<file path="src/rtl/lbsc_pkg.sv">
package lbsc_pkg;

	localparam int NUM_FACES = 6;
	localparam int FRAC_BITS = 16;
	localparam int NUM_W     = 33;
	localparam int DIV_STEPS = NUM_W + FRAC_BITS;
	localparam int CMP_W     = DIV_STEPS + 2;

	localparam logic [31:0] CODE_MAX = 32'h7FFF_FFFF;
	localparam logic [31:0] CODE_MIN = 32'h8000_0000;

	localparam logic [2:0] REG_BOX_LO_X = 3'd0;
	localparam logic [2:0] REG_BOX_LO_Y = 3'd1;
	localparam logic [2:0] REG_BOX_LO_Z = 3'd2;
	localparam logic [2:0] REG_BOX_HI_X = 3'd3;
	localparam logic [2:0] REG_BOX_HI_Y = 3'd4;
	localparam logic [2:0] REG_BOX_HI_Z = 3'd5;

	typedef struct packed {
		logic [31:0]          rem;
		logic [DIV_STEPS-1:0] dq;
		logic [31:0]          dvs;
		logic                 d_pos;
		logic                 d_neg;
		logic                 n_pos;
		logic                 n_neg;
	} face_t;

	typedef struct packed {
		logic        pass;
		logic        t0_inf;
		logic        t1_inf;
		logic [31:0] t0;
		logic [31:0] t1;
	} bnd_t;

	function automatic face_t mk_face(input logic [NUM_W-1:0] n, input logic [NUM_W-1:0] d);
		face_t f;
		logic [NUM_W-1:0] an;
		logic [NUM_W-1:0] ad;
		an = n[NUM_W-1] ? (~n + 1'b1) : n;
		ad = d[NUM_W-1] ? (~d + 1'b1) : d;
		f.rem   = '0;
		f.dq    = {an, {FRAC_BITS{1'b0}}};
		f.dvs   = ad[31:0];
		f.d_neg = d[NUM_W-1];
		f.d_pos = !d[NUM_W-1] && (|d);
		f.n_neg = n[NUM_W-1];
		f.n_pos = !n[NUM_W-1] && (|n);
		return f;
	endfunction

endpackage

</file>
<file path="src/rtl/lbsc_div_cell.sv">
module lbsc_div_cell (
	input  logic          clk,
	input  logic          en,
	input  lbsc_pkg::face_t d_in,
	output lbsc_pkg::face_t d_q
);
	import lbsc_pkg::*;

	logic [32:0] sh;
	logic [33:0] diff;
	face_t       nxt;

	always_comb begin
		nxt  = d_in;
		sh   = {d_in.rem, d_in.dq[DIV_STEPS-1]};
		diff = {1'b0, sh} - {2'b00, d_in.dvs};
		if (!diff[33]) begin
			nxt.rem = diff[31:0];
			nxt.dq  = {d_in.dq[DIV_STEPS-2:0], 1'b1};
		end else begin
			nxt.rem = sh[31:0];
			nxt.dq  = {d_in.dq[DIV_STEPS-2:0], 1'b0};
		end
	end

	always_ff @(posedge clk) begin
		if (en) begin
			d_q <= nxt;
		end
	end
endmodule

</file>
<file path="config.mk">
export PLATFORM = sky130hd
export DESIGN_NAME = lbsc_div_cell
export DESIGN_NICKNAME = d
export VERILOG_FILES = /design/src/rtl/lbsc_pkg.sv /design/src/rtl/lbsc_div_cell.sv
export SDC_FILE = /design/constraint.sdc
export NUM_CORES = 1
export LEC_CHECK = 0
export BUFFER_PORTS_ARGS = -buffer_cell sky130_fd_sc_hd__buf_2
export CAP_MARGIN = 20
export CELL_PAD_IN_SITES_DETAIL_PLACEMENT = 0
export CELL_PAD_IN_SITES_GLOBAL_PLACEMENT = 1
export CORE_ASPECT_RATIO = 2
export CORE_MARGIN = 5
export CORE_UTILIZATION = 27
export DETAILED_ROUTE_END_ITERATION = 16
export PLACE_DENSITY = 0.74
export SLEW_MARGIN = 20
export SYNTH_ARGS = -nofsm -noshare
export SYNTH_HDL_FRONTEND = slang
export SYNTH_SLANG_ARGS = --single-unit
</file>
<file path="constraint.sdc">
create_clock -name clk -period 2.6 [get_ports clk]
set_input_delay 0.13 -clock clk [delete_from_list [all_inputs] [get_ports clk]]
set_output_delay 0.13 -clock clk [all_outputs]
set_load 0.05 [all_outputs]
</file>
==> run summary <==
Outcome: complete, no violations
Final non-filler cell total: 1139
CP cell instances: dlygate4sd3_1 > buf_2 > inv_1 > ha_4 > and3_1 > and3_4 > a32o_2 > a21oi_2 > a31oi_4 > buf_6 > clkbuf_16 > mux2_4
Max stage delay on crit path: 560 ps
Via Count: 5167
CTS Sinks: 117
Ratio of cells with drive above 1 in the final layout: 0.461
Clock transition at path regs: 60 ps
Crit start category: input pin
Placement Setup Slack: -295 ps
CP arrival: 2740 ps
Seq cells post-synth: 117
Placer congestion estimate: 0.911
Layout Nets: 1003
Worst setup EP type: flop
First-pass GRT wire length: 28000 um
Worst path required time: 2780 ps
Leading area contributor after synthesis: edfxtp_1
Slew Viols, Final: 0
P&R area growth vs syn: 64.3%
Hold Fails Final Rpt: 0
Largest net degree at the start of global routing: 59
Std-Cell Rows: 76
Antenna-violating nets left: 0
Post-synthesis cell type count: 53
Max-slew headroom: 0.573
Min Tclk post-route: 2560 ps
Count leader, synth: edfxtp_1
Worst vdd ir: 0.465 mV
Hold slack: 31.1 ps
Top reg by flops: d_q
Die Area: 25200 um2
Vias in the first global route: 5487
Pwr dens: 698 nW/um2
Min-Delay Path Class: input pin to flop
DRC viols: 0
Average cell area after synthesis: 13.5 um2
PortBufs: 235
Synth area leaders: edfxtp_1, ha_1, mux2_4
Crit Path Category: input pin to flop
Routed vias/inst: 4.54
Initial core utilization: 0.274
Worst-Margin Slew: 641 ps
Finish-stage setup viols: 0
Post-Synthesis Cells: 438
Buf/Inv on CP: 5
Slowest stage cell, crit path: dlygate4sd3_1
Die height: 219 um
Post-synth top area share: 0.593
All-Layer GR Usage: 0.149
Antenna violations before repair: 3
F_max: 390 MHz
Number of synthesized flops with an enable pin: 117
Cells after DPL: 999
Critical Path Fanout Max: 6
Io pins: 236
Synth Flop Type: edfxtp_1
Syn nets: 590
Core area: 21600 um2
Register area share after synthesis: 0.593
Die W: 115 um
TritonCTS clock tree: built
CTS max path bufs: 2
Synthesized area: 5920 um2
Pleak: 4.35 nW
CTS buffer count: 17
Biggest regs: d_q: 117 flops
Async SR Flop Fraction: 0
Max reg flops: 117
MaxCap Viol Count: 0
Final wirelength: 19600 um
Power Total: 6.79 mW
Synth warn: 0
Post-synth top cells: edfxtp_1, inv_1, a21oi_1, ha_1, mux2_4
Period utilisation layout: 0.985
DRT Pass-1 Iters: 4
Top delay family on crit path: buffers and inverters
Iter 0 DRT Violations: 311
DR WL/cell: 17.2 um
CTS root buffer: clkbuf_16
GR Overflow Total: 0
H-tree depth: 4
Final worst setup slack: 37.9 ps
Hpwl dp: 14200 um
final cells by class:
| class | count | area (um2) |
|---|---|---|
| Inverter | 41 | 161 |
| Clock inverter | 15 | 168 |
| Fill cell | 1995 | 11900 |
| Clock buffer | 17 | 425 |
| Tap cell | 273 | 342 |
| Sequential cell | 117 | 3510 |
| Multi-Input combinational cell | 272 | 2350 |
| Timing Repair Buffer | 402 | 2760 |
| Antenna cell | 2 | 5.00 |
metrics by stage:
stage | instance area, um2 | utilization | TNS (ps)
5_1_grt | 9730 | 0.451 | -47.4
3_3_place_gp | 7950 | 0.368 | -4550
2_1_floorplan | 6040 | - | -566
6_report | 9730 | 0.451 | 0
3_5_place_dp | 7950 | 0.368 | -5420
4_1_cts | 9530 | 0.441 | 0
worst paths after layout:
path / from / to / slack [ps] / cells after the start
worst min-delay path: d_in[91] / d_q[92]$_DFFE_PP_ / 30 / 2
worst max-delay path: d_in[31] / d_q[91]$_DFFE_PP_ / 40 / 12
kinds of logic after synthesis:
kind of cell             Yosys count  synth area share
adder cells (fa/ha/maj)           33            0.0710
multiplexers                      33            0.0773
XOR/XNOR                          24            0.0355
flip-flops                       117             0.593
buffers and inverters             49            0.0395
AND/OR/NAND/NOR                   80            0.0674
AO/OA/AOI/OAI                    102             0.116
cells in the final DEF, fill, tap and decap left out, types with 4 or more instances in the layout:
cell,synthesis,layout
buf_2,1,234
nor3_1,6,6
nand2_1,23,22
o21ai_0,17,15
ha_4,0,9
mux2i_1,6,6
inv_1,41,38
nor2_1,16,16
edfxtp_1,117,117
buf_4,1,62
o211ai_1,4,4
inv_6,0,6
clkbuf_16,0,19
xnor2_1,17,17
and3_1,6,4
nand3_1,5,4
ha_1,32,22
a21oi_1,32,30
nand2b_1,4,4
dlygate4sd3_1,0,97
xor2_1,7,7
mux2_4,25,25
a21o_1,7,7
o31ai_1,5,4
nand4_1,6,6
o21a_1,6,6
repair_timing:
item | in CTS | in global routing
endpoints found under the setup margin | 0 | 28
setup buffers | 0 | 6
hold buffers | 98 | 0
hold endpoints to repair | 98 | 0
resized for setup | 0 | 23
power by group:
part | internal [mW] | switching [mW]
Sequential | 2.31 | 0.0405
Clock | 1.43 | 0.932
Combinational | 0.787 | 1.29
routing by layer:
layer	up-vias	part of all wire	GRT usage
li1	2489	-	-
met1	2439	0.32	0.128
met2	204	0.58	0.301
met3	33	0.070	0.0433
met4	2	0.028	0.0682
met5	-	0.00036	0
No activity file was read; power rests on OpenSTA's default activity.
