===== config.mk =====
export PLATFORM = sky130hd
export DESIGN_NAME = lbsc_face_cell
export DESIGN_NICKNAME = d
export VERILOG_FILES = /design/src/rtl/lbsc_pkg.sv /design/src/rtl/lbsc_face_cell.sv
export SDC_FILE = /design/constraint.sdc
export NUM_CORES = 1
export LEC_CHECK = 0
export ABC_AREA = 1
export BUFFER_PORTS_ARGS = -buffer_cell sky130_fd_sc_hd__buf_4
export CAP_MARGIN = 20
export CORE_ASPECT_RATIO = 1.1
export CORE_UTILIZATION = 35
export CTS_BUF_LIST = sky130_fd_sc_hd__clkbuf_4 sky130_fd_sc_hd__clkbuf_8 sky130_fd_sc_hd__clkbuf_16
export DETAILED_ROUTE_END_ITERATION = 12
export PLACE_DENSITY_LB_ADDON = 0.08
export SLEW_MARGIN = 40
export SYNTH_ARGS = -nofsm -noshare
export SYNTH_HDL_FRONTEND = slang
export SYNTH_SLANG_ARGS = --single-unit

===== constraint.sdc =====
create_clock -name clk -period 13.2 [get_ports clk]
set_input_delay 1.98 -clock clk [delete_from_list [all_inputs] [get_ports clk]]
set_output_delay 1.98 -clock clk [all_outputs]
set_load 0.01 [all_outputs]

===== src/rtl/lbsc_pkg.sv =====
package lbsc_pkg;

	localparam int NUM_FACES = 6;
	localparam int FRAC_BITS = 16;
	localparam int NUM_W     = 33;
	localparam int DIV_STEPS = NUM_W + FRAC_BITS;
	localparam int CMP_W     = DIV_STEPS + 2;

	localparam logic [31:0] CODE_MAX = 32'h7FFF_FFFF;
	localparam logic [31:0] CODE_MIN = 32'h8000_0000;

	localparam logic [2:0] REG_BOX_LO_X = 3'd0;
	localparam logic [2:0] REG_BOX_LO_Y = 3'd1;
	localparam logic [2:0] REG_BOX_LO_Z = 3'd2;
	localparam logic [2:0] REG_BOX_HI_X = 3'd3;
	localparam logic [2:0] REG_BOX_HI_Y = 3'd4;
	localparam logic [2:0] REG_BOX_HI_Z = 3'd5;

	typedef struct packed {
		logic [31:0]          rem;
		logic [DIV_STEPS-1:0] dq;
		logic [31:0]          dvs;
		logic                 d_pos;
		logic                 d_neg;
		logic                 n_pos;
		logic                 n_neg;
	} face_t;

	typedef struct packed {
		logic        pass;
		logic        t0_inf;
		logic        t1_inf;
		logic [31:0] t0;
		logic [31:0] t1;
	} bnd_t;

	function automatic face_t mk_face(input logic [NUM_W-1:0] n, input logic [NUM_W-1:0] d);
		face_t f;
		logic [NUM_W-1:0] an;
		logic [NUM_W-1:0] ad;
		an = n[NUM_W-1] ? (~n + 1'b1) : n;
		ad = d[NUM_W-1] ? (~d + 1'b1) : d;
		f.rem   = '0;
		f.dq    = {an, {FRAC_BITS{1'b0}}};
		f.dvs   = ad[31:0];
		f.d_neg = d[NUM_W-1];
		f.d_pos = !d[NUM_W-1] && (|d);
		f.n_neg = n[NUM_W-1];
		f.n_pos = !n[NUM_W-1] && (|n);
		return f;
	endfunction

endpackage


===== src/rtl/lbsc_face_cell.sv =====
module lbsc_face_cell (
	input  logic          clk,
	input  logic          en,
	input  lbsc_pkg::face_t f,
	input  lbsc_pkg::bnd_t  b_in,
	output lbsc_pkg::bnd_t  b_q
);
	import lbsc_pkg::*;

	logic              neg, rz;
	logic signed [CMP_W-1:0] q, fl, ce, tr, t0e, t1e;
	logic [31:0]       sat;
	logic              gt0, gt1, lt0, lt1;
	bnd_t              nxt;

	always_comb begin
		neg = f.n_neg ^ f.d_neg;
		rz  = |f.rem;
		q   = $signed({2'b00, f.dq});
		fl  = neg ? (-q - $signed({{(CMP_W-1){1'b0}}, rz})) : q;
		ce  = neg ? -q : (q + $signed({{(CMP_W-1){1'b0}}, rz}));
		tr  = neg ? -q : q;
		if (tr > $signed({{(CMP_W-32){1'b0}}, CODE_MAX}))
			sat = CODE_MAX;
		else if (tr < $signed({{(CMP_W-32){1'b1}}, CODE_MIN}))
			sat = CODE_MIN;
		else
			sat = tr[31:0];
		t0e = $signed({{(CMP_W-32){b_in.t0[31]}}, b_in.t0});
		t1e = $signed({{(CMP_W-32){b_in.t1[31]}}, b_in.t1});
		gt0 = (fl > t0e) || ((fl == t0e) && rz);
		gt1 = (fl > t1e) || ((fl == t1e) && rz);
		lt0 = (ce < t0e) || ((ce == t0e) && rz);
		lt1 = (ce < t1e) || ((ce == t1e) && rz);

		nxt = b_in;
		if (b_in.pass) begin
			if (f.d_pos) begin
				if (!b_in.t1_inf && gt1) begin
					nxt.pass = 1'b0;
				end else if (b_in.t0_inf || gt0) begin
					nxt.t0     = sat;
					nxt.t0_inf = 1'b0;
				end
			end else if (f.d_neg) begin
				if (!b_in.t0_inf && lt0) begin
					nxt.pass = 1'b0;
				end else if (b_in.t1_inf || lt1) begin
					nxt.t1     = sat;
					nxt.t1_inf = 1'b0;
				end
			end else if (f.n_pos) begin
				nxt.pass = 1'b0;
			end
		end
	end

	always_ff @(posedge clk) begin
		if (en) begin
			b_q <= nxt;
		end
	end
endmodule


==> metrics.md <==
| Metric | Value |
|---|---|
| Status | finished clean |
| Worst Setup EP | b_q[2] |
| Crit path required time | 13,290 ps |
| Final cell utilization of the core | 41.4% |
| Clock Tree Root | clkbuf_16 |
| Startpoint type of the worst setup path | input pin |
| Critical Path End Type | flip-flop |
| First-pass GRT wire length | 102 mm |
| Pwr dens | 66.2 nW/um2 |
| Clock transition at path regs | 60 ps |
| Grt ovf | 0 |
| Die X | 198 um |
| Residual DRC | 0 |
| Buffers on Ports | 220 |
| Count leader, synth | nand2_1 |
| Via count | 17,300 |
| FF+latch area | 2010 um2 |
| DR vias/cell | 5.38 |
| Part of the Yosys area used for sequential elements | 13.5% |
| Setup violators final | 0 |
| Post-DRT Antenna Nets | 0 |
| Slowest CP cell | nor4_1 |
| Critical path's largest stage delay | 720 ps |
| Post-synth top cells | 763 x nand2_1, 331 x nor2_1, 310 x inv_1 |
| Maximum VDD drop | 0.0000415 V |
| CTS Hold Bufs | 0 |
| Crit Path Class | input pin to flip-flop |
| Io pins | 253 |
| Leading post-synthesis cells by cell area | nand2_1 19%, ha_1 18%, edfxtp_1 14%, nor2_1 8.4%, inv_1 7.8% |
| Vias in the first global route | 16,400 |
| Initial core utilization | 35.7% |
| Largest regs | b_q x67 |
| Ys flop type | edfxtp_1 |
| CP dominant cell by count | nand2_1 |
| Pint | 0.634 mW |
| HPWL after DPL | 60.7 mm |
| Gp weighted congestion | 0.998 |
| Post-synth EDFFs | 67 |
| Max-Cap Viols | 0 |
| Syn Std Cell Area | 14,800 um2 |
| Avg Synthesized Cell Area | 5.97 um2 |
| DR iter-0 viols | 1,435 |
| Dpl cells | 3,203 |
| Synthesized flop and latch total | 67 |
| Max clock buf depth | 2 |
| Comb pwr share | 53.5% |
| Resize count post-CTS | 0 |
| Ys async rst share | 0% |
| Hold_ws | 1920 ps |
| Wire per inst | 21.6 um |
| Final Non-Filler Cells | 3,219 |
| Core area | 41,600 um2 |
| Setup tns final | 0 ps |
| Leading area contributor after synthesis | nand2_1 |
| Largest reg by FF count | b_q |
| Proportion of layout cells with a drive suffix above 1 | 14.1% |
| Area of the multi-input gates | 11,300 um2 |
| Tmin final | 8370 ps |
| Switch Pwr | 0.506 mW |
| Die area | 43,300 um2 |
| CTS tree | yes |
| DR pass1 iterations | 6 |
| Slew @ Worst Pin | 824 ps |
| Initial antenna violation count | 0 |
| CP startpoint | f[110] |
| RSZ-0062 raised after global routing | no |
| Row count | 78 |
| Top cell type's share of synthesized area | 19.3% |
| Clock network fraction of total power | 23.1% |
| Synth warn | 0 |
| Slew Limit Headroom | 44.6% |
| # fillers | 4,680 |
| Largest register FFs | 67 |
| Worst min path class | input pin to flip-flop |
| Diode count | 0 |
| Nets | 3,049 |
| TritonCTS Sinks | 67 |
| CTS Buf Count | 9 |
| Pleak | 8.54 nW |
| Max Clock Freq | 119 MHz |
| Final WL | 69.6 mm |
| Sequential Power Share | 23.5% |
| Hold Vio Cnt, Final | 0 |
| Crit-path max FO | 34 |
| Final period util | 63.4% |
| GRT Resource Usage Total | 32.0% |
| H-tree depth | 3 |
| Switching portion of total power | 44.4% |
| Largest net degree at the start of global routing | 69 |
| Synth unique cells | 59 |
| Post-Syn Nets | 2,881 |
| Slew Viols, Final | 0 |
| Area added between synthesis and finish | 16.0% |
| Die height | 218 um |
| Cells after Synth | 2,486 |
| Crit path DAT | 8460 ps |
| Post CTS Setup Buffer Count | 0 |
-- layout by cell type (no fill, tap or decap), drive strengths merged, types with 3 or more instances in the layout --
cell type    n
edfxtp      67
a21oi      125
buf        228
xor2        34
ha         209
nand3b      10
o211ai      17
o31a         4
nor3        65
nand2      810
and2         3
nand3      142
nor4        24
nor2       374
a221oi       3
o21ai       84
nor3b        5
o22ai        5
clkinv       6
clkbuf       9
nand4       71
a21o         3
xnor2        4
o21a         3
a211oi       8
a31oi       14
inv        317
-- stage by stage --
stage | setup slack [ps] | total power, mW | instance area [um2]
6_report | 4830 | 1.14 | 17200
5_1_grt | 4400 | 1.22 | 17200
4_1_cts | 4560 | 1.14 | 17200
3_5_place_dp | 4240 | 0.873 | 16900
3_3_place_gp | 3930 | 0.863 | 16900
2_1_floorplan | 6940 | 0.632 | 14800
-- power by group through the flow --
stage / registers (mW) / logic, mW / clock network [mW]
3_5_place_dp: 0.272 / 0.601 / 0
2_1_floorplan: 0.284 / 0.348 / 0
4_1_cts: 0.268 / 0.603 / 0.269
6_report: 0.268 / 0.609 / 0.263
5_1_grt: 0.270 / 0.675 / 0.279
3_3_place_gp: 0.272 / 0.591 / 0
-- worst min path at each step --
stage | cells past startpoint | endpoint | from | slack (ps)
final | 3 | b_q[23] | b_in[23] | 1920
after global routing | 3 | b_q[19] | b_in[19] | 1930
after detailed placement | 3 | b_q[24] | b_in[24] | 2270
after global placement | 3 | b_q[24] | b_in[24] | 2270
after floorplan | 0 | b_q[0] | en | 2090
after CTS | 3 | b_q[23] | b_in[23] | 1910
-- worst max-delay path, delay by kind of cell --
kind	cells	cell delay [ps]
buffers and inverters	8	1490
AO/OA/AOI/OAI	1	290
AND/OR/NAND/NOR	23	3850
adder cells (fa/ha/maj)	3	790
-- per-layer routing --
layer	vias to the layer above	global-route usage, %	routed length, um
met5	-	0	0
met4	0	15.5	3500
met3	119	1.95	3470
met2	655	54.2	31900
met1	8049	41.1	30800
li1	8499	-	-
-- cell families (layout without fill, tap and decap cells) --
group | Yosys count | after routing | share of synthesized area [%]
AOI/OAI and AO/OA | 274 | 274 | 10.3
xor gates and xnor gates | 38 | 38 | 2.72
adders and majority gates | 209 | 209 | 17.6
buffers and inverters | 389 | 562 | 10.7
DFF | 67 | 67 | 13.5
and+or+nand+nor | 1509 | 1509 | 45.1
-- layout make-up --
type                            count  area share, %
Multi-Input combinational cell   2030           65.5
Sequential cell                    67           11.7
Timing Repair Buffer              228           9.96
Inverter                          318           6.94
Tap cell                          560           4.07
Clock buffer                        9           1.31
Clock inverter                      7          0.581
Power figures use the tool's default switching activity.
